$ cat src/rtl/core/multi_wave_lfo_assert.svh
// assertion macros for the multi-wave oscillator
// no dependencies; taken in by the rtl files that carry checks
`ifndef MULTI_WAVE_LFO_ASSERT_SVH
`define MULTI_WAVE_LFO_ASSERT_SVH

// same-cycle implication, disabled while reset is asserted
`define MWL_ASSERT_NOW(label, clk, rst_n, ante, cons) \
    label: assert property (@(posedge clk) disable iff (!rst_n) (ante) |-> (cons)) \
        else $error("multi_wave_lfo: same-cycle check failed");

// next-cycle implication, disabled while reset is asserted
`define MWL_ASSERT_NEXT(label, clk, rst_n, ante, cons) \
    label: assert property (@(posedge clk) disable iff (!rst_n) (ante) |=> (cons)) \
        else $error("multi_wave_lfo: next-cycle check failed");

`endif

$ cat src/rtl/core/mwlfo_pkg.sv
// types, constants and helpers for the multi-wave oscillator
// no dependencies
package mwlfo_pkg;

    localparam int PHASE_BITS_DEF = 32;

    typedef logic [1:0]         wave_t;
    typedef logic signed [15:0] sample_t;
    typedef logic [1:0]         cfg_index_t;
    typedef logic [31:0]        cfg_data_t;

    // register indexes
    localparam cfg_index_t REG_PHASE_STEP   = 2'd0;
    localparam cfg_index_t REG_SMOOTH_STEPS = 2'd1;

    // wave codes
    localparam wave_t WAVE_SINE     = 2'd0;
    localparam wave_t WAVE_TRIANGLE = 2'd1;
    localparam wave_t WAVE_SAW      = 2'd2;
    localparam wave_t WAVE_SQUARE   = 2'd3;

    // quarter-sine polynomial constants
    localparam logic [15:0] SINE_C0  = 16'd10583;
    localparam logic [10:0] SINE_C1  = 11'd1302;
    localparam logic [15:0] SINE_C2  = 16'd25736;
    localparam logic [14:0] QUARTER  = 15'd16384;

    localparam sample_t Q15_MAX = 16'sh7FFF;
    localparam sample_t Q15_MIN = -16'sh8000;

    localparam int DIV_STEPS = 16;

    function automatic sample_t sat_q15(input logic signed [17:0] v);
        sample_t r;
        if (v > 18'sd32767)
            r = Q15_MAX;
        else if (v < -18'sd32768)
            r = Q15_MIN;
        else
            r = v[15:0];
        return r;
    endfunction

endpackage

$ cat src/rtl/core/multi_wave_lfo.sv
// multi_wave_lfo: an accepted item steps through S_WAVE, for sine S_SQ to S_MD, then S_DIFF,
// S_DIV and S_FIN, which raises sample valid; the next item is accepted in the cycle after
// that, later while the previous sample is still waiting at the output
// the sequence is set by the 16-step restoring divider and the shared 15x15 multiplier
// that runs the four sine polynomial products in turn; one item in flight at a time
// rst_n (async, active low) clears phase, last target, phase step and sets ramp length 1
`include "multi_wave_lfo_assert.svh"

module multi_wave_lfo #(
    parameter int PHASE_BITS = mwlfo_pkg::PHASE_BITS_DEF
) (
    input  logic                   clk,
    input  logic                   rst_n,
    input  logic                   cfg_valid,
    output logic                   cfg_ready,
    input  mwlfo_pkg::cfg_index_t  cfg_index,
    input  mwlfo_pkg::cfg_data_t   cfg_data,
    input  logic                   wave_valid,
    output logic                   wave_ready,
    input  mwlfo_pkg::wave_t       wave,
    output logic                   sample_valid,
    input  logic                   sample_ready,
    output mwlfo_pkg::sample_t     sample
);
    import mwlfo_pkg::*;

    localparam logic [3:0] S_IDLE = 4'd0;
    localparam logic [3:0] S_WAVE = 4'd1;
    localparam logic [3:0] S_SQ   = 4'd2;
    localparam logic [3:0] S_MA   = 4'd3;
    localparam logic [3:0] S_MB   = 4'd4;
    localparam logic [3:0] S_MC   = 4'd5;
    localparam logic [3:0] S_MD   = 4'd6;
    localparam logic [3:0] S_DIFF = 4'd7;
    localparam logic [3:0] S_DIV  = 4'd8;
    localparam logic [3:0] S_FIN  = 4'd9;

    localparam int CNT_W = $clog2(DIV_STEPS);

    logic [3:0]            state_reg, state_next;
    logic [31:0]           phase_step_reg;
    logic [15:0]           smooth_steps_reg;
    logic [PHASE_BITS-1:0] phase_reg;
    sample_t               last_target_reg;
    wave_t                 wave_reg;
    logic [14:0]           x_reg;
    logic [14:0]           x2_reg;
    logic                  quad_neg_reg;
    logic [29:0]           prod_reg;
    sample_t               raw_reg;
    logic                  neg_reg;
    logic [15:0]           divisor_reg;
    logic [15:0]           rem_reg;
    logic [15:0]           quo_reg;
    logic [CNT_W-1:0]      cnt_reg;
    logic                  sample_valid_reg;
    sample_t               sample_reg;

    logic [15:0]           u;
    logic signed [17:0]    two_u;
    sample_t               wave_raw;
    logic [14:0]           x_fold;
    logic [14:0]           mul_a, mul_b;
    logic [29:0]           mul_p;
    logic [15:0]           t_val, t2_val;
    logic [16:0]           s_val;
    sample_t               sine_mag;
    logic signed [16:0]    diff;
    logic [16:0]           diff_mag;
    logic [16:0]           rem_shift;
    logic [16:0]           rem_sub;
    logic                  q_bit;
    logic signed [17:0]    q_signed;
    logic signed [17:0]    sum;
    logic                  out_free;

    assign cfg_ready    = 1'b1;
    assign wave_ready   = (state_reg == S_IDLE);
    assign sample_valid = sample_valid_reg;
    assign sample       = sample_reg;
    assign out_free     = !sample_valid_reg || sample_ready;

    // top 16 bits of the freshly advanced phase
    assign u     = phase_reg[PHASE_BITS-1 -: 16];
    assign two_u = signed'({1'b0, u, 1'b0});

    always_comb
    begin
        unique case (wave_reg)
            WAVE_TRIANGLE:
            begin
                if (u < 16'd16384)
                    wave_raw = sat_q15(two_u);
                else if (u < 16'd49152)
                    wave_raw = sat_q15(18'sd65536 - two_u);
                else
                    wave_raw = sat_q15(two_u - 18'sd131072);
            end
            WAVE_SAW:    wave_raw = {~u[15], u[14:0]};
            WAVE_SQUARE: wave_raw = u[15] ? Q15_MIN : Q15_MAX;
            default:     wave_raw = '0;
        endcase
    end

    // odd quadrants run the quarter wave backwards
    assign x_fold = u[14] ? (QUARTER - {1'b0, u[13:0]}) : {1'b0, u[13:0]};

    assign t_val  = SINE_C0 - prod_reg[29:14];
    assign t2_val = SINE_C2 - prod_reg[29:14];
    assign s_val  = prod_reg[29:13];
    assign sine_mag = (s_val > 17'd32767) ? Q15_MAX : s_val[15:0];

    // shared multiplier, operands chosen by the sequencer
    always_comb
    begin
        unique case (state_reg)
            S_SQ:
            begin
                mul_a = x_reg;
                mul_b = x_reg;
            end
            S_MA:
            begin
                mul_a = prod_reg[28:14];
                mul_b = {4'd0, SINE_C1};
            end
            S_MB:
            begin
                mul_a = x2_reg;
                mul_b = t_val[14:0];
            end
            S_MC:
            begin
                mul_a = x_reg;
                mul_b = t2_val[14:0];
            end
            default:
            begin
                mul_a = '0;
                mul_b = '0;
            end
        endcase
    end
    assign mul_p = mul_a * mul_b;

    assign diff     = 17'(signed'({raw_reg[15], raw_reg}) - signed'({last_target_reg[15],
                      last_target_reg}));
    assign diff_mag = diff[16] ? 17'(-diff) : 17'(diff);

    // one restoring step per cycle
    assign rem_shift = {rem_reg, quo_reg[15]};
    assign rem_sub   = rem_shift - {1'b0, divisor_reg};
    assign q_bit     = (rem_shift >= {1'b0, divisor_reg});

    assign q_signed = neg_reg ? -signed'({2'b00, quo_reg}) : signed'({2'b00, quo_reg});
    assign sum      = signed'({{2{last_target_reg[15]}}, last_target_reg}) + q_signed;

    always_comb
    begin
        state_next = state_reg;
        unique case (state_reg)
            S_IDLE: if (wave_valid) state_next = S_WAVE;
            S_WAVE: state_next = (wave_reg == WAVE_SINE) ? S_SQ : S_DIFF;
            S_SQ:   state_next = S_MA;
            S_MA:   state_next = S_MB;
            S_MB:   state_next = S_MC;
            S_MC:   state_next = S_MD;
            S_MD:   state_next = S_DIFF;
            S_DIFF: state_next = S_DIV;
            S_DIV:  if (cnt_reg == CNT_W'(DIV_STEPS - 1)) state_next = S_FIN;
            S_FIN:  if (out_free) state_next = S_IDLE;
            default: state_next = S_IDLE;
        endcase
    end

    always_ff @(posedge clk or negedge rst_n)
    begin
        if (!rst_n)
        begin
            state_reg        <= S_IDLE;
            phase_step_reg   <= '0;
            smooth_steps_reg <= 16'd1;
            phase_reg        <= '0;
            last_target_reg  <= '0;
            sample_valid_reg <= 1'b0;
            cnt_reg          <= '0;
        end
        else
        begin
            state_reg <= state_next;
            if (cfg_valid && cfg_ready)
            begin
                if (cfg_index == REG_PHASE_STEP)
                    phase_step_reg <= cfg_data;
                else if (cfg_index == REG_SMOOTH_STEPS)
                    smooth_steps_reg <= cfg_data[15:0];
            end
            if (wave_valid && wave_ready)
                phase_reg <= phase_reg + PHASE_BITS'(phase_step_reg);
            if (state_reg == S_DIFF)
                cnt_reg <= '0;
            else if (state_reg == S_DIV)
                cnt_reg <= cnt_reg + 1'b1;
            if (state_reg == S_FIN && out_free)
            begin
                sample_valid_reg <= 1'b1;
                last_target_reg  <= raw_reg;
            end
            else if (sample_valid_reg && sample_ready)
                sample_valid_reg <= 1'b0;
        end
    end

    always_ff @(posedge clk)
    begin
        if (wave_valid && wave_ready)
            wave_reg <= wave;
        unique case (state_reg)
            S_WAVE:
            begin
                x_reg        <= x_fold;
                quad_neg_reg <= u[15];
                raw_reg      <= wave_raw;
            end
            S_SQ, S_MB, S_MC:
                prod_reg <= mul_p;
            S_MA:
            begin
                x2_reg   <= prod_reg[28:14];
                prod_reg <= mul_p;
            end
            S_MD:
                raw_reg <= quad_neg_reg ? -sine_mag : sine_mag;
            S_DIFF:
            begin
                neg_reg     <= diff[16];
                quo_reg     <= diff_mag[15:0];
                rem_reg     <= '0;
                divisor_reg <= (smooth_steps_reg == 16'd0) ? 16'd1 : smooth_steps_reg;
            end
            S_DIV:
            begin
                rem_reg <= q_bit ? rem_sub[15:0] : rem_shift[15:0];
                quo_reg <= {quo_reg[14:0], q_bit};
            end
            S_FIN:
                if (out_free)
                    sample_reg <= sat_q15(sum);
            default:
            begin
            end
        endcase
    end

    `MWL_ASSERT_NEXT(a_accept_starts, clk, rst_n, wave_valid && wave_ready,
        state_reg == S_WAVE)
    `MWL_ASSERT_NOW(a_rem_below_div, clk, rst_n, state_reg == S_DIV,
        rem_reg < divisor_reg)
    `MWL_ASSERT_NOW(a_x_in_quarter, clk, rst_n, state_reg == S_SQ,
        x_reg <= QUARTER)
    `MWL_ASSERT_NEXT(a_fin_delivers, clk, rst_n, (state_reg == S_FIN) && out_free,
        sample_valid_reg && (state_reg == S_IDLE))
    `MWL_ASSERT_NOW(a_div_nonzero, clk, rst_n, state_reg == S_DIV,
        divisor_reg != 16'd0)

endmodule

$ cat config.mk
export PLATFORM = sky130hd
export DESIGN_NAME = multi_wave_lfo
export DESIGN_NICKNAME = d
export VERILOG_FILES = /design/src/rtl/core/mwlfo_pkg.sv /design/src/rtl/core/multi_wave_lfo.sv
export VERILOG_INCLUDE_DIRS = /design/src /design/src/rtl/core
export SDC_FILE = /design/constraint.sdc
export NUM_CORES = 1
export LEC_CHECK = 0
export BUFFER_PORTS_ARGS = -buffer_cell sky130_fd_sc_hd__buf_2
export CAP_MARGIN = 40
export CELL_PAD_IN_SITES_DETAIL_PLACEMENT = 0
export CELL_PAD_IN_SITES_GLOBAL_PLACEMENT = 1
export CORE_ASPECT_RATIO = 2
export CORE_UTILIZATION = 25
export DETAILED_ROUTE_END_ITERATION = 12
export GPL_TIMING_DRIVEN = 0
export PLACE_DENSITY = 0.54
export SETUP_SLACK_MARGIN = 0.02
export SLEW_MARGIN = 20
export SYNTH_ARGS = -nofsm -noshare
export SYNTH_HDL_FRONTEND = slang
export SYNTH_SLANG_ARGS = --single-unit
export TNS_END_PERCENT = 30
$ cat constraint.sdc
create_clock -name clk -period 17.3 [get_ports clk]
set_input_delay 0.865 -clock clk [delete_from_list [all_inputs] [get_ports clk]]
set_output_delay 0.865 -clock clk [all_outputs]
set_load 0.01 [all_outputs]
Word-level counts from Yosys, hierarchy flattened --
Cells that the tools add are included. Widths: inputs -> output; s select.
Cells by class: eq/ne operators 17, reductions and logical operators 18, magnitude comparators 12, $add $sub $neg 13, mux-type cells 31, bitwise logic cells 2, multipliers 1
Operator list (count):
- $mux 16 | 14
- $pmux 16 s2 | 3
- $lt 18x16->1 const B | 4
- $pmux 15 s4 | 1
- $gt 18x16->1 const B | 3
- $pmux 16 s3 | 1
- $pmux 15 s3 | 1
- $pmux 4 s10 | 1
- $gt 17x15->1 const B | 2
- $add 32x32->32 | 1
- $neg 16->16 | 2
- $mul 15x15->30 | 1
- $mux 4 | 5
- $add 16x18->18 | 1
- $mux 18 | 1
- $neg 16->18 | 1
- $sub 17x17->18 const A | 1
- $sub 18x18->18 const B | 1
- $ge 17x16->1 | 1
- $sub 16x16->17 | 1
- $eq 4x3->1 const B | 4
- $logic_not 16->1 | 1
- $lt 16x15->1 const B | 1
- $lt 16x16->1 const B | 1
- 25 further kinds | 41
Storage, ports and cells: output and inout bits 19, input bits 41, word-level logic and storage cells 113, bits in registers 249

Logic depth before layout (Yosys ltp) --
depth after elaboration 8, mapped depth 32

Least setup slack after synthesis --
OpenSTA, ideal clock, no wires.
path kind reg-to-reg, start point register prod_reg[14], end point register prod_reg[25] (data pin), buffers on the path 2, setup slack 9.387 ns, required time 17.042 ns, cell stages (with the launch flop) 32, library setup time 0.258 ns, arrival 7.655 ns, clock period less this slack 7.913 ns, cell sequence edfxtp_1 > clkbuf_1 > inv_1 > ha_1 > inv_1 > o21ai_0 > a21boi_0 > o31a_1 > or3_1 > nand2_1 > xor2_1 > a222oi_1 > clkbuf_1 > nor2_1 > fa_1 > fa_1 > fa_1 > fa_1 > fa_1 > inv_1 > fa_1 > inv_1 > ha_1 > and4_1 > and3_1 > o2111a_1 > o211ai_1 > a21oi_1 > nor2_1 > o21ai_1 > a21oi_1 > xnor2_1
On the way: cells in the longest elaborated chain, start to end 3, elaborated cells on any way between the ends 5
RTL lines:
- start: declaration | line multi_wave_lfo.sv:49 | logic [29:0] prod_reg;
- start signal: assignment | line multi_wave_lfo.sv:226 | prod_reg <= mul_p;
- start signal: assignment | line multi_wave_lfo.sv:230 | prod_reg <= mul_p;
- $sub 15x15->15 / $sub 14x15->15 (equally long branches) | line multi_wave_lfo.sv:109, multi_wave_lfo.sv:108
- $pmux 15 s4 | line multi_wave_lfo.sv:116 | unique case (state_reg)
- $mul 15x15->30 * | line multi_wave_lfo.sv:144 | assign mul_p = mul_a * mul_b;
- named net mul_p[25] | line multi_wave_lfo.sv:64 | logic [29:0] mul_p;
The timed path passes the listed nets; every way through them passes the cells marked *. A chain may end at the register's enable or synchronous reset.

Worst setup path in the final report --
start point register state_reg[2], end point register prod_reg[27] (data pin)
On the way: cells in the longest elaborated chain, start to end 4, elaborated cells on any way between the ends 8
RTL lines:
- start: declaration | line multi_wave_lfo.sv:40 | logic [3:0] state_reg, state_next;
- start signal: assignment | line multi_wave_lfo.sv:190 | state_reg <= state_next;
- $eq 4x2->1 / $eq 4x3->1 (equally long branches) | line multi_wave_lfo.sv:116
- $reduce_or 2->1 (no line)
- $pmux 15 s3 | line multi_wave_lfo.sv:116
- $mul 15x15->30 * | line multi_wave_lfo.sv:144
- named net mul_p[27] | line multi_wave_lfo.sv:64
Marks and branches as above.

==> results.sh <==
export IMPL_clockBufferDepth=3
export IMPL_synth_top_area_cell="edfxtp_1"
export IMPL_io_buffers=58
export IMPL_netlist_area_um2=22900
export IMPL_critical_path_arrival_ns=10.48
export IMPL_ys_dominant_reg_cell="edfxtp_1"
export IMPL_initial_cell_density_of_the_core_pct=25.3
export IMPL_drtPass1Iterations=5
export IMPL_max_stage_delay_ns=0.57
export IMPL_max_slew_margin_pct=36.0
export IMPL_timing_final_crit_period_ns=10.19
export IMPL_avgViaCountPerCell=4.87
export IMPL_post_place_ws_ns=7.05
export IMPL_max_freq_ghz=0.0981
export IMPL_postCtsHoldBufs=0
export IMPL_setup_tns_ns=0
export IMPL_wirelength_um=78100
export IMPL_setup_viol=0
export IMPL_grt_max_degree=59
export IMPL_ys_warnings_count=0
export IMPL_synth_cell_types=89
export IMPL_tritoncts="yes"
export IMPL_synth_largest_type_area_fraction_pct=17.1
export IMPL_ctsResizeCount=0
export IMPL_min_period_over_period_pct=58.9
export IMPL_post_layout_nonfiller_instances=3845
export IMPL_crit_slowest_cell="fa_1"
export IMPL_worstHoldPathType="input port to async pin"
export IMPL_overflow=0
export IMPL_placedCellCount=3800
export IMPL_element_type_at_the_critical_path_end="register"
export IMPL_hpwlAfterDp_um=65100
export IMPL_tightestPinTransition_ns=0.960
export IMPL_final_hold_viol_count=0
export IMPL_setup_ws_ns=7.11
export IMPL_number_of_enable_type_register_cells_in_the_synthesized_netlist=131
export IMPL_wl_per_cell_um=20.3
export IMPL_worst_skew_ns=0.0189
export IMPL_placement_rows=156
export IMPL_timing_final_max_slew_violations=0
export IMPL_drt_antenna_violating_nets=0
export IMPL_crit_required_ns=17.59
export IMPL_path_common_cell="fa_1"
export IMPL_track_usage_pct=16.8
export IMPL_place_congestion=0.877
export IMPL_number_of_filler_instances_in_the_final_layout=9741
export IMPL_design_final_nets=3035
export IMPL_most_instantiated_library_cell_after_synthesis="nand2_1"
export IMPL_first_global_vias=20200
export IMPL_floorplan_io_pins=60
export IMPL_clkTransAtPathRegs_ns=0.07
export IMPL_postCtsSetupBuffers=0
export IMPL_syn_avg_cell_area_um2=9.00
export IMPL_clock_sinks=236
export IMPL_syn_inst=2550
export IMPL_cts_root_buffer_cell="clkbuf_16"
export IMPL_clock_tree_htree_level_count=1
export IMPL_die_height_um=430
export IMPL_max_cap_violations=0
export IMPL_synth_sequential_area_ratio_pct=28.6
export IMPL_seqCellArea_um2=6560
export IMPL_die_area_um2=93000
export IMPL_die_w_um=216
export IMPL_outcome="completed"
export IMPL_multi_input_comb_area_um2=14900
export IMPL_clk_insertion_delay_late_ns=0.57
export IMPL_placeableCoreArea_um2=90600
export IMPL_synth_top_cells_by_count="nand2_1, inv_1, nor2_1"
export IMPL_ys_top_cells_by_area="edfxtp_1, fa_1, dfrtp_1"
export IMPL_synth_seq_cells=236
export IMPL_critical_path_class="register to register"
export IMPL_remaining_drc_errors=0
export IMPL_critPathLaunchType="register"
export IMPL_drive_above_1_share_pct=7.63
export IMPL_tritoncts_num_buffers=24
export IMPL_cp_buffers_inverters=8
export IMPL_grt_pass1_wl_um=119000
export IMPL_cpLargestDelayFamily="adder cells"
export IMPL_asyncSetResetFlopFracSynth_pct=44.5
export IMPL_postSynthNetCount=2943
export IMPL_timing_critical_path_fanout_max=10
export IMPL_antenna_violations_before_repair=1
export IMPL_unrepaired_setup_endpoints_after_global_routing="false"
export IMPL_drt_iter0_drc=888
export IMPL_diodes=0
export IMPL_areaGrowthSynthToFinish_pct=11.9
export IMPL_detailroute_via_count=18700
-- kinds of logic after synthesis --
| group | count (synthesis) | share of synthesized area (%) |
|---|---|---|
| compound gates | 566 | 15.8 |
| xor+xnor | 125 | 4.77 |
| fa+ha+maj | 352 | 24.8 |
| buf+inv | 386 | 6.46 |
| flops | 236 | 28.6 |
| mux | 54 | 2.62 |
| other cells | 1 | 0.0163 |
| simple gates | 830 | 17.0 |
-- per-stage QoR --
step	area, um^2	hold slack, ns	utilization (%)
floorplan	22900	0.421	-
global placement	24700	0.441	27.3
detailed placement	24800	0.439	27.4
CTS	25700	0.245	28.3
global route	25700	0.279	28.3
finish	25700	0.253	28.3
-- layout make-up --
cell class	instances	share of cell area, %
sequential	236	25.6
clock buffer	35	2.88
timing repair buffer	66	1.58
inverter	261	3.82
clock inverter	9	0.292
tap	1185	5.78
buffer	125	1.97
multi-input combinational	1928	58.1
-- worst reg2reg max path, delay by kind of cell (launching register included) --
kind	cells	cell delay [ns]
fa+ha+maj	7	3.52
flops	1	0.35
compound gates	8	2.05
xor+xnor	1	0.11
simple gates	5	1.34
buf+inv	8	2.56
-- per-layer routing --
layer,vias up,GRT usage (%),wire (um)
met2,344,35.6,46400
met4,0,8.72,4380
met1,9251,15.4,25900
met3,143,0.868,1400
li1,8987,-,-
met5,-,0,0
-- path summary, 6_finish.rpt --
| kind | startpoint | endpoint | slack [ns] | depth (start not counted) |
|---|---|---|---|---|
| worst max register to register | state_reg[2] | prod_reg[27] | 7.11 | 29 |
| max in group asynchronous | rst_n | smooth_steps_reg[0] | 16.28 | 2 |
| worst max-delay path | state_reg[2] | prod_reg[27] | 7.11 | 29 |
| min in group clk | prod_reg[24] | x2_reg[10] | 0.45 | 0 |
| worst min-delay path | rst_n | phase_step_reg[28] | 0.25 | 1 |
| worst min register to register | prod_reg[24] | x2_reg[10] | 0.45 | 0 |
-- layout by cell type (no fill, tap or decap), types with 22 or more instances in the layout --
cell	synthesis	final
nand2_1	303	302
inv_1	259	259
nor2_1	207	207
ha_1	182	182
fa_1	170	170
o21ai_0	163	163
a21oi_1	142	139
edfxtp_1	131	131
clkbuf_1	109	110
dfrtp_1	104	104
xnor2_1	85	85
buf_2	8	66
nor3_1	57	56
mux2_2	49	49
nand2b_1	46	46
nand3_1	45	45
xor2_1	40	40
nor2b_1	31	31
a21o_1	31	31
o21a_1	26	26
clkbuf_16	0	26
or3_1	24	24
and2_1	23	23
nor4_1	22	22
o31ai_1	22	22
Power is left out: the tool's default activity adds up to more than one toggle a clock period on the data nets, which glitch-free logic cannot reach.
